===== src/tdpt_pkg.sv =====
package tdpt_pkg;

  localparam int unsigned DATA_WIDTH_DEF = 32;
  localparam int unsigned FIRST_DIVISOR  = 3;
  localparam int unsigned DIVISOR_STEP   = 2;

endpackage


===== src/tdpt_div.sv =====
module tdpt_div #(
  parameter int unsigned DATA_WIDTH = tdpt_pkg::DATA_WIDTH_DEF,
  parameter int unsigned DIV_W      = DATA_WIDTH / 2 + 2
) (
  input  logic                  clk,
  input  logic                  rst_n,
  input  logic                  start,
  input  logic [DATA_WIDTH-1:0] dividend,
  input  logic [DIV_W-1:0]      divisor,
  output logic                  done,
  output logic [DATA_WIDTH-1:0] quotient,
  output logic [DIV_W-1:0]      remainder
);

  import tdpt_pkg::*;

  localparam int unsigned CNT_W = $clog2(DATA_WIDTH);

  logic                  run_r;
  logic                  done_r;
  logic [CNT_W-1:0]      cnt_r;
  logic [DATA_WIDTH-1:0] dvd_r;
  logic [DIV_W-1:0]      dsr_r;
  logic [DATA_WIDTH-1:0] quo_r;
  logic [DIV_W-1:0]      rem_r;

  logic [DIV_W:0]        part;
  logic [DIV_W:0]        diff;
  logic                  ge;
  logic [DIV_W-1:0]      rem_nxt;

  // one restoring step: bring down the next dividend bit, try the subtract
  always_comb begin
    part    = {rem_r, dvd_r[DATA_WIDTH-1]};
    diff    = part - {1'b0, dsr_r};
    ge      = (part >= {1'b0, dsr_r});
    rem_nxt = ge ? diff[DIV_W-1:0] : part[DIV_W-1:0];
  end

  always_ff @(posedge clk) begin
    if (!rst_n) begin
      run_r  <= 1'b0;
      done_r <= 1'b0;
      cnt_r  <= '0;
    end else begin
      done_r <= 1'b0;
      if (start) begin
        run_r <= 1'b1;
        cnt_r <= '0;
      end else if (run_r) begin
        if (cnt_r == CNT_W'(DATA_WIDTH - 1)) begin
          run_r  <= 1'b0;
          done_r <= 1'b1;
        end
        cnt_r <= cnt_r + 1'b1;
      end
    end
  end

  always_ff @(posedge clk) begin
    if (start) begin
      dvd_r <= dividend;
      dsr_r <= divisor;
      rem_r <= '0;
      quo_r <= '0;
    end else if (run_r) begin
      dvd_r <= {dvd_r[DATA_WIDTH-2:0], 1'b0};
      rem_r <= rem_nxt;
      quo_r <= {quo_r[DATA_WIDTH-2:0], ge};
    end
  end

  assign done      = done_r;
  assign quotient  = quo_r;
  assign remainder = rem_r;

endmodule


===== config.mk =====
export PLATFORM = sky130hd
export DESIGN_NAME = tdpt_div
export DESIGN_NICKNAME = d
export VERILOG_FILES = /design/src/tdpt_pkg.sv /design/src/tdpt_div.sv
export SDC_FILE = /design/constraint.sdc
export NUM_CORES = 1
export LEC_CHECK = 0
export BUFFER_PORTS_ARGS = -buffer_cell sky130_fd_sc_hd__buf_2
export CAP_MARGIN = 20
export CORE_ASPECT_RATIO = 1.75
export CORE_UTILIZATION = 53
export CTS_CLUSTER_DIAMETER = 40
export DETAILED_ROUTE_END_ITERATION = 6
export PLACE_DENSITY = 0.77
export SKIP_CTS_REPAIR_TIMING = 1
export SYNTH_ARGS = -nofsm -noshare
export SYNTH_HDL_FRONTEND = slang
export SYNTH_SLANG_ARGS = --single-unit

===== constraint.sdc =====
create_clock -name clk -period 4.6 [get_ports clk]
set_input_delay 0.69 -clock clk [delete_from_list [all_inputs] [get_ports clk]]
set_output_delay 0.69 -clock clk [all_outputs]
set_load 0.005 [all_outputs]

---- After elaboration in Yosys (flattened, before gate mapping) ----
Cells that the tools add are included.
storage, ports and cells
  register bits after elaboration ......... 107
  input port bits ......................... 53
  output and inout bits ................... 51
  logic and storage cells ................. 23
operators by class
  add/subtract/negate cells ............... 2
  magnitude comparators ................... 1
  eq/ne operators ......................... 1
  muxes and demuxes ....................... 7
  bitwise logic cells ..................... 2
  reductions and logical operators ........ 3
operators with widths
  cell                                         count
  2-to-1 mux 32 bit                            2
  >= comparator 19 x 18 -> 1 bit               1
  2-to-1 mux 18 bit                            1
  subtractor 18 bit                            1
  adder 5 x 1 -> 5 bit, second input constant  1
  == test 5 bit, second input constant         1
  2-to-1 mux 1 bit                             4
  OR reduction 3 bit                           1
  inverter 1 bit                               2
  nonzero test 2 bit                           1
  OR reduction 2 bit                           1

---- Depth between registers and ports, before layout ----
Gate-level depths: netlist (run 1).
  word-level depth ........................ 4
  depth in mapped cells ................... 11

---- Least setup slack after synthesis (run 1) ----
OpenSTA, ideal clock, no wires.
  kind .................................... register -> register
  from .................................... register rem_r[3], in the netlist remainder[3]
  to ...................................... register rem_r[17], in the netlist remainder[17]
  setup time .............................. 0.062 ns
  data arrival time ....................... 2.256 ns
  slack ................................... 2.282 ns
  cell stages (with the launch flop) ...... 10
  path buffers ............................ 1
  period minus slack after synthesis ...... 2.318 ns
  path through ............................ dfxtp_1 ha_1 a21o_1 a211oi_4 a21oi_4 a211oi_2 a22oi_2 buf_6 or3_1 nand3_1
between the ends
  longest elaborated chain between the ends .. 2
  elaborated cells on any way between the ends .. 3
RTL lines
  item                                                                        line                            text
  from (decl)                                                                 tdpt_div.sv:25                  logic [DIV_W-1:0] rem_r;
  from (signal assigned)                                                      tdpt_div.sv:68                  rem_r <= rem_nxt;
  subtractor 18 bit / >= comparator 19 x 18 -> 1 bit (equally long branches)  tdpt_div.sv:35, tdpt_div.sv:36
  2-to-1 mux 18 bit *                                                         tdpt_div.sv:37                  rem_nxt = ge ? diff[DIV_W-1:0] : part[DIV_W-1:0];
Mark *: on every way between the ends. The rest lies on a longest branch, timed or not.
A chain may end at the register's enable or synchronous reset.

---- Worst setup path in the final report (run 1) ----
  from .................................... register dsr_r[8]
  to ...................................... register rem_r[0], in the netlist remainder[0]
between the ends
  longest elaborated chain between the ends .. 2
RTL lines
  item                            line            text
  from (decl)                     tdpt_div.sv:23  logic [DIV_W-1:0] dsr_r;
  from (signal assigned)          tdpt_div.sv:63  dsr_r <= divisor;
  >= comparator 19 x 18 -> 1 bit  tdpt_div.sv:36  ge = (part >= {1'b0, dsr_r});
  2-to-1 mux 18 bit               tdpt_div.sv:37
No other way between the ends.

==> out/results.txt, run 1 <==
setup TNS: 0 ns
Setup Slack @ Placement: 1.55 ns
Max clock buf depth: 2
Arr. time, crit path: 3.38 ns
net count after synthesis: 519
die span in x: 76.3 um
grt ovf: 0
Crit Path Max Fanout: 14
Avg Inst Size Synth: 11.5 um2
Top Ports: 104
area grow syn2layout: 16.8%
First-pass DRT Iterations: 4
setup slack after layout: 1.48 ns
CP peak stage delay: 0.56 ns
die height: 132 um
first-pass GRT wire length: 16,700 um
Max Cap Viol: 0
top cells by area, synth: edfxtp_1 29%, dfxtp_1 22%, mux2i_1 9.8%
storage element area: 2640 um2
nets: 614
RSZ-0062 raised after global routing: no
sequential element share of the synthesized area: 51.7%
Peak Freq: 320 MHz
initial DRC count: 161
min cycle time layout: 3.12 ns
static leakage: 2.56 nW
routed length per instance: 15.2 um
final setup vio count: 0
Synth Flop Type: dfxtp_1
DP HPWL: 7330 um
WHS Path Cells: 2
Peak supply drop: 384 uV
CP Capture Type: register
Slowest cell on crit path: a22oi_2
Clock Pin Slew Worst Setup and Hold Paths: 0.07 ns
Mapped Area: 5120 um2
run status: completed
worst path cell trace: inv_1 > ha_1 > a21o_1 > nand3_1 > a311oi_1 > a211oi_2 > a22oi_2 > buf_4 > mux2_2 > a211oi_2
slew margin rel.: 40.8%
most common cell after layout, fill and taps aside: buf_2
CP Launch Type: register
R2R setup slack: 1.48 ns
worst skew pair latency: 0.34 ns
RR Startpoint: dsr_r[8]
Post-Syn Instances: 445
IO Port Bufs: 103
Starting Density: 54.4%
DIE AREA: 10,100 um2
WHS Endpoint: remainder[16]
Top delay family on crit path: compound AO/OA/AOI/OAI gates
Post-synth ARST share: 0%
H-tree depth: 3
vias in the first global route: 3,626
Num Clock Sinks: 107
RR Endpoint: remainder[0]
Synth top area share: 29.3%
measured slew at the worst slew-check pin: 0.888 ns
largest net degree at the start of global routing: 66
Multi-input gate area: 2250 um2
WP buf/inv: 2
Top cell by count, worst path: a211oi_2
Levels on crit path: 10
Worst Clk Skew: 0.0109 ns
WL final: 10,200 um
worst hold start: remainder[16]
Post-synth EDFFs: 50
clock root cell: clkbuf_16
Remaining DRCs: 0
Final Hold Vio Count: 0
gpl congestion: 0.885
initial antenna violation count: 1
kind of critical path: reg -> reg
vias post-DR: 3,585
Worst Path Required: 4.86 ns
Inserted Clock Buffers: 9
Seq cells post-synth: 107
Routed Antenna Nets: 0
# fillers: 800
Yosys cell types: 52
Yosys Warn Count: 0
core footprint: 9410 um2
commonest non-fill, non-tap cells in the layout: 102 x buf_2, 59 x nor2_1, 56 x dfxtp_1, 50 x mux2i_1, 50 x edfxtp_1
total track usage: 21.0%
CTS tree: built
Final Cycle Share: 67.9%
dominant cell type by area after synthesis: edfxtp_1
pwr dens: 358 nW/um2
row cnt: 47
fin. max-slew vios: 0
Hold Path Class: reg -> reg
Via density: 5.37
share of layout cells above drive strength 1: 30.5%
Reg2Reg Depth: 10
[state kept, by name, indices dropped and copies added, names as in the netlist]
signal	cells
run_r	1
done	1
dvd_r	32
cnt_r	5
dsr_r	18
quotient	32
remainder	18
[cell usage after synthesis (2+ instances only)]
cell and count:
o21a_1 5, xnor2_1 10, and2b_2 2, nor2_1 59, ha_1 20, o211ai_1 3
xor2_1 6, a31oi_1 2, clkbuf_1 12, buf_6 3, dfxtp_1 57, mux2i_1 50
buf_1 5, nand4_1 4, nor3_1 3, mux2_2 32, nand3_1 5, a21oi_1 12
a211oi_1 13, edfxtp_1 50, nand2b_1 4, o21ai_0 9, inv_1 22, nor3_2 2
a21boi_0 2, buf_2 2, and3_1 3, a211oi_2 2, nor2b_1 4, a21o_1 3
a2111oi_0 2, nand2_1 17
[layout make-up]
class	instances	share of cell area, %
sequential	107	44.3
multi-input combinational	293	37.7
antenna	1	0.0419
inverter	22	1.38
tap	122	2.55
clock inverter	6	0.607
timing repair buffer	107	9.30
clock buffer	10	4.19
[metal layers]
metal | global-route usage, % | vias to the layer above | share of wire, %
met3 | 4.15 | 24 | 3.6
met2 | 38.8 | 81 | 55
met1 | 22.0 | 1703 | 38
li1 | - | 1777 | -
met4 | 10.9 | 0 | 3.3
met5 | 0 | - | 0
[power by group]
group | switching [mW] | total [mW] | internal [mW] | leakage, nW
Sequential | 0.0238 | 1.08 | 1.06 | 0.961
Combinational | 0.174 | 0.321 | 0.146 | 1.46
Clock | 0.334 | 0.733 | 0.399 | 0.147
[worst min-delay path, cell delays in order (launching register included)]
cell	delay, ns
dfxtp_1	0.34
nand2_1	0.07
o21ai_1	0.05
[logic make-up after synthesis]
group           share of synthesized area (%)
compound gates                           9.49
buf+inv                                  4.35
fa+ha+maj                                5.28
xor+xnor                                 2.74
simple gates                             9.66
flops                                    51.7
mux                                      16.8
[stage by stage]
| step | total power, mW | util [%] | hold WS [ns] | cell area [um2] | std cells |
|---|---|---|---|---|---|
| after global routing | 2.23 | 63.5 | 0.508 | 5970 | 668 |
| after CTS | 2.16 | 63.3 | 0.494 | 5960 | 666 |
| after floorplan | 1.34 | - | 0.467 | 5120 | 445 |
| after global placement | 1.41 | 60.3 | 0.467 | 5670 | 650 |
| after detailed placement | 1.42 | 60.3 | 0.484 | 5670 | 650 |
| final | 2.14 | 63.5 | 0.501 | 5970 | 668 |
[worst max-delay path by stage]
stage | from | endpoint | slack (ns)
after floorplan | remainder[3] | remainder[17] | 2.28
after global placement | dsr_r[4] | remainder[0] | 1.62
after detailed placement | dsr_r[3] | remainder[0] | 1.55
after CTS | dsr_r[3] | remainder[0] | 1.50
after global routing | dsr_r[8] | remainder[0] | 1.28
final | dsr_r[8] | remainder[0] | 1.48
No activity file was read; power rests on OpenSTA's default activity.
==> run 2, diff against run 1 <==
- clock period: 4.6 -> 3.2 ns (I/O delays scaled with it)
==> run 2 against run 1 <==
Non-clock buffer count increased by 2; core utilization up 0.21 points; register-to-register slack worse by 0.99 ns; sequential power grew 44%; count of clock-buffer cells in the layout increased by 1; worst hold slack worse by 0.20 ns; largest power group unchanged.
==> out/results.txt, run 2 (synthesis results as in run 1) <==
RR Startpoint: dvd_r[31]
initial antenna violation count: 0 (-1)
Max Cap Viol: 0 (unchanged)
Inserted Clock Buffers: 9 (unchanged)
first-pass GRT wire length: 16,900 um (+1.1%)
most common cell after layout, fill and taps aside: buf_2
worst skew pair latency: 0.35 ns (about the same)
Remaining DRCs: 0 (unchanged)
Via density: 5.45 (+1.5%)
pwr dens: 523 nW/um2 (+46%)
Max clock buf depth: 2 (unchanged)
fin. max-slew vios: 0 (unchanged)
Clock Pin Slew Worst Setup and Hold Paths: 0.07 ns (about the same)
vias post-DR: 3,644 (+1.6%)
Finished Layout Cells: 669 (+0.15%)
total track usage: 21.2% (+0.28 points)
final setup vio count: 0 (unchanged)
kind of critical path: reg -> reg
Worst Path Required: 3.43 ns (-1.43 ns)
worst hold start: divisor[15]
Peak supply drop: 410 uV (+6.6%)
CTS tree: built
vias in the first global route: 3,653 (+0.74%)
CP Launch Type: register
core footprint: 9410 um2 (unchanged)
worst hold slack: 0.305 ns (-0.197 ns)
Top delay family on crit path: compound AO/OA/AOI/OAI gates
First-pass DRT Iterations: 7 (+3)
Setup Slack @ Placement: 0.512 ns (-1.04 ns)
share of layout cells above drive strength 1: 30.9% (+0.44 points)
Final Hold Vio Count: 0 (unchanged)
grt ovf: 0 (unchanged)
die height: 132 um (unchanged)
Worst Clk Skew: 0.0115 ns (+0.000622 ns)
Top Ports: 104 (unchanged)
CP peak stage delay: 0.45 ns (-0.11 ns)
Arr. time, crit path: 2.94 ns (-0.44 ns)
gpl congestion: 0.899 (+1.5%)
clock root cell: clkbuf_16
run status: completed
setup TNS: 0 ns (unchanged)
static leakage: 2.58 nW (+0.58%)
initial DRC count: 189 (+17%)
commonest non-fill, non-tap cells in the layout: 102 x buf_2, 59 x nor2_1, 56 x dfxtp_1, 50 x mux2i_1, 50 x edfxtp_1
RSZ-0062 raised after global routing: no
largest net degree at the start of global routing: 43 (-35%)
WL final: 10,300 um (+1.6%)
cell total after placement: 653 (+0.46%)
Num Clock Sinks: 107 (unchanged)
Peak Freq: 369 MHz (+15%)
CP Capture Type: register
Hold Path Class: in -> reg
IO Port Bufs: 103 (unchanged)
Starting Density: 54.4% (unchanged)
row cnt: 47 (unchanged)
DIE AREA: 10,100 um2 (unchanged)
setup slack after layout: 0.493 ns (-0.986 ns)
# diodes: 0 (-1)
measured slew at the worst slew-check pin: 0.629 ns (-0.259 ns)
area grow syn2layout: 17.2%
DP HPWL: 7530 um (+2.6%)
Slowest cell on crit path: a41oi_1
slew margin rel.: 58.1% (+17 points)
worst path cell trace: inv_1 > ha_1 > inv_1 > fa_1 > a211oi_1 > o211ai_1 > a41oi_1 > o21ai_0 > xor2_1 > mux2i_1 > o21ai_0
Final Cycle Share: 84.6% (+17 points)
min cycle time layout: 2.71 ns (-0.414 ns)
crit path from: dvd_r[31]
Crit Path Max Fanout: 4 (-10)
WP buf/inv: 2 (unchanged)
nets: 616 (+0.33%)
die span in x: 76.3 um (unchanged)
routed length per instance: 15.4 um (+1.5%)
# fillers: 788 (-1.5%)
H-tree depth: 3 (unchanged)
Routed Antenna Nets: 0 (unchanged)
run 2: worst paths after layout:
| kind | cells past startpoint | slack, ns | to |
|---|---|---|---|
| worst min-delay path | 1 | 0.30 | dsr_r[15] |
| worst max-delay path | 11 | 0.49 | remainder[14] |
| worst min register to register | 2 | 0.51 | remainder[13] |
| worst max register to register | 11 | 0.49 | remainder[14] |
run 2: power breakdown:
part	leakage [nW]	switching (mW)	internal [mW]
logic	1.46	0.246	0.211
registers	0.961	0.0420	1.52
clock network	0.155	0.495	0.619
run 2: cell type report:
type / count / area [um2] / area share (%)
Clock buffer: 11 / 254 / 4.24
Clock inverter: 5 / 47.5 / 0.793
Inverter: 22 / 82.6 / 1.38
Multi-Input combinational cell: 293 / 2250 / 37.5
Sequential cell: 107 / 2640 / 44.1
Tap cell: 122 / 153 / 2.55
Timing Repair Buffer: 109 / 563 / 9.39
run 2: stage by stage:
stage	total power [mW]	cell area (um2)	util [%]
finish	3.13	5990	63.7
global route	3.26	5990	63.7
CTS	3.16	5990	63.7
detailed placement	2.05	5690	60.5
global placement	2.03	5690	60.5
floorplan	1.93	5120	-
run 2: layer usage:
| layer | up-vias | track usage (%) | share of wire [%] |
|---|---|---|---|
| li1 | 1784 | - | - |
| met1 | 1741 | 21.9 | 37 |
| met2 | 92 | 39.4 | 56 |
| met3 | 27 | 4.15 | 3.8 |
| met4 | 0 | 11.8 | 3.7 |
| met5 | - | 0 | 0 |
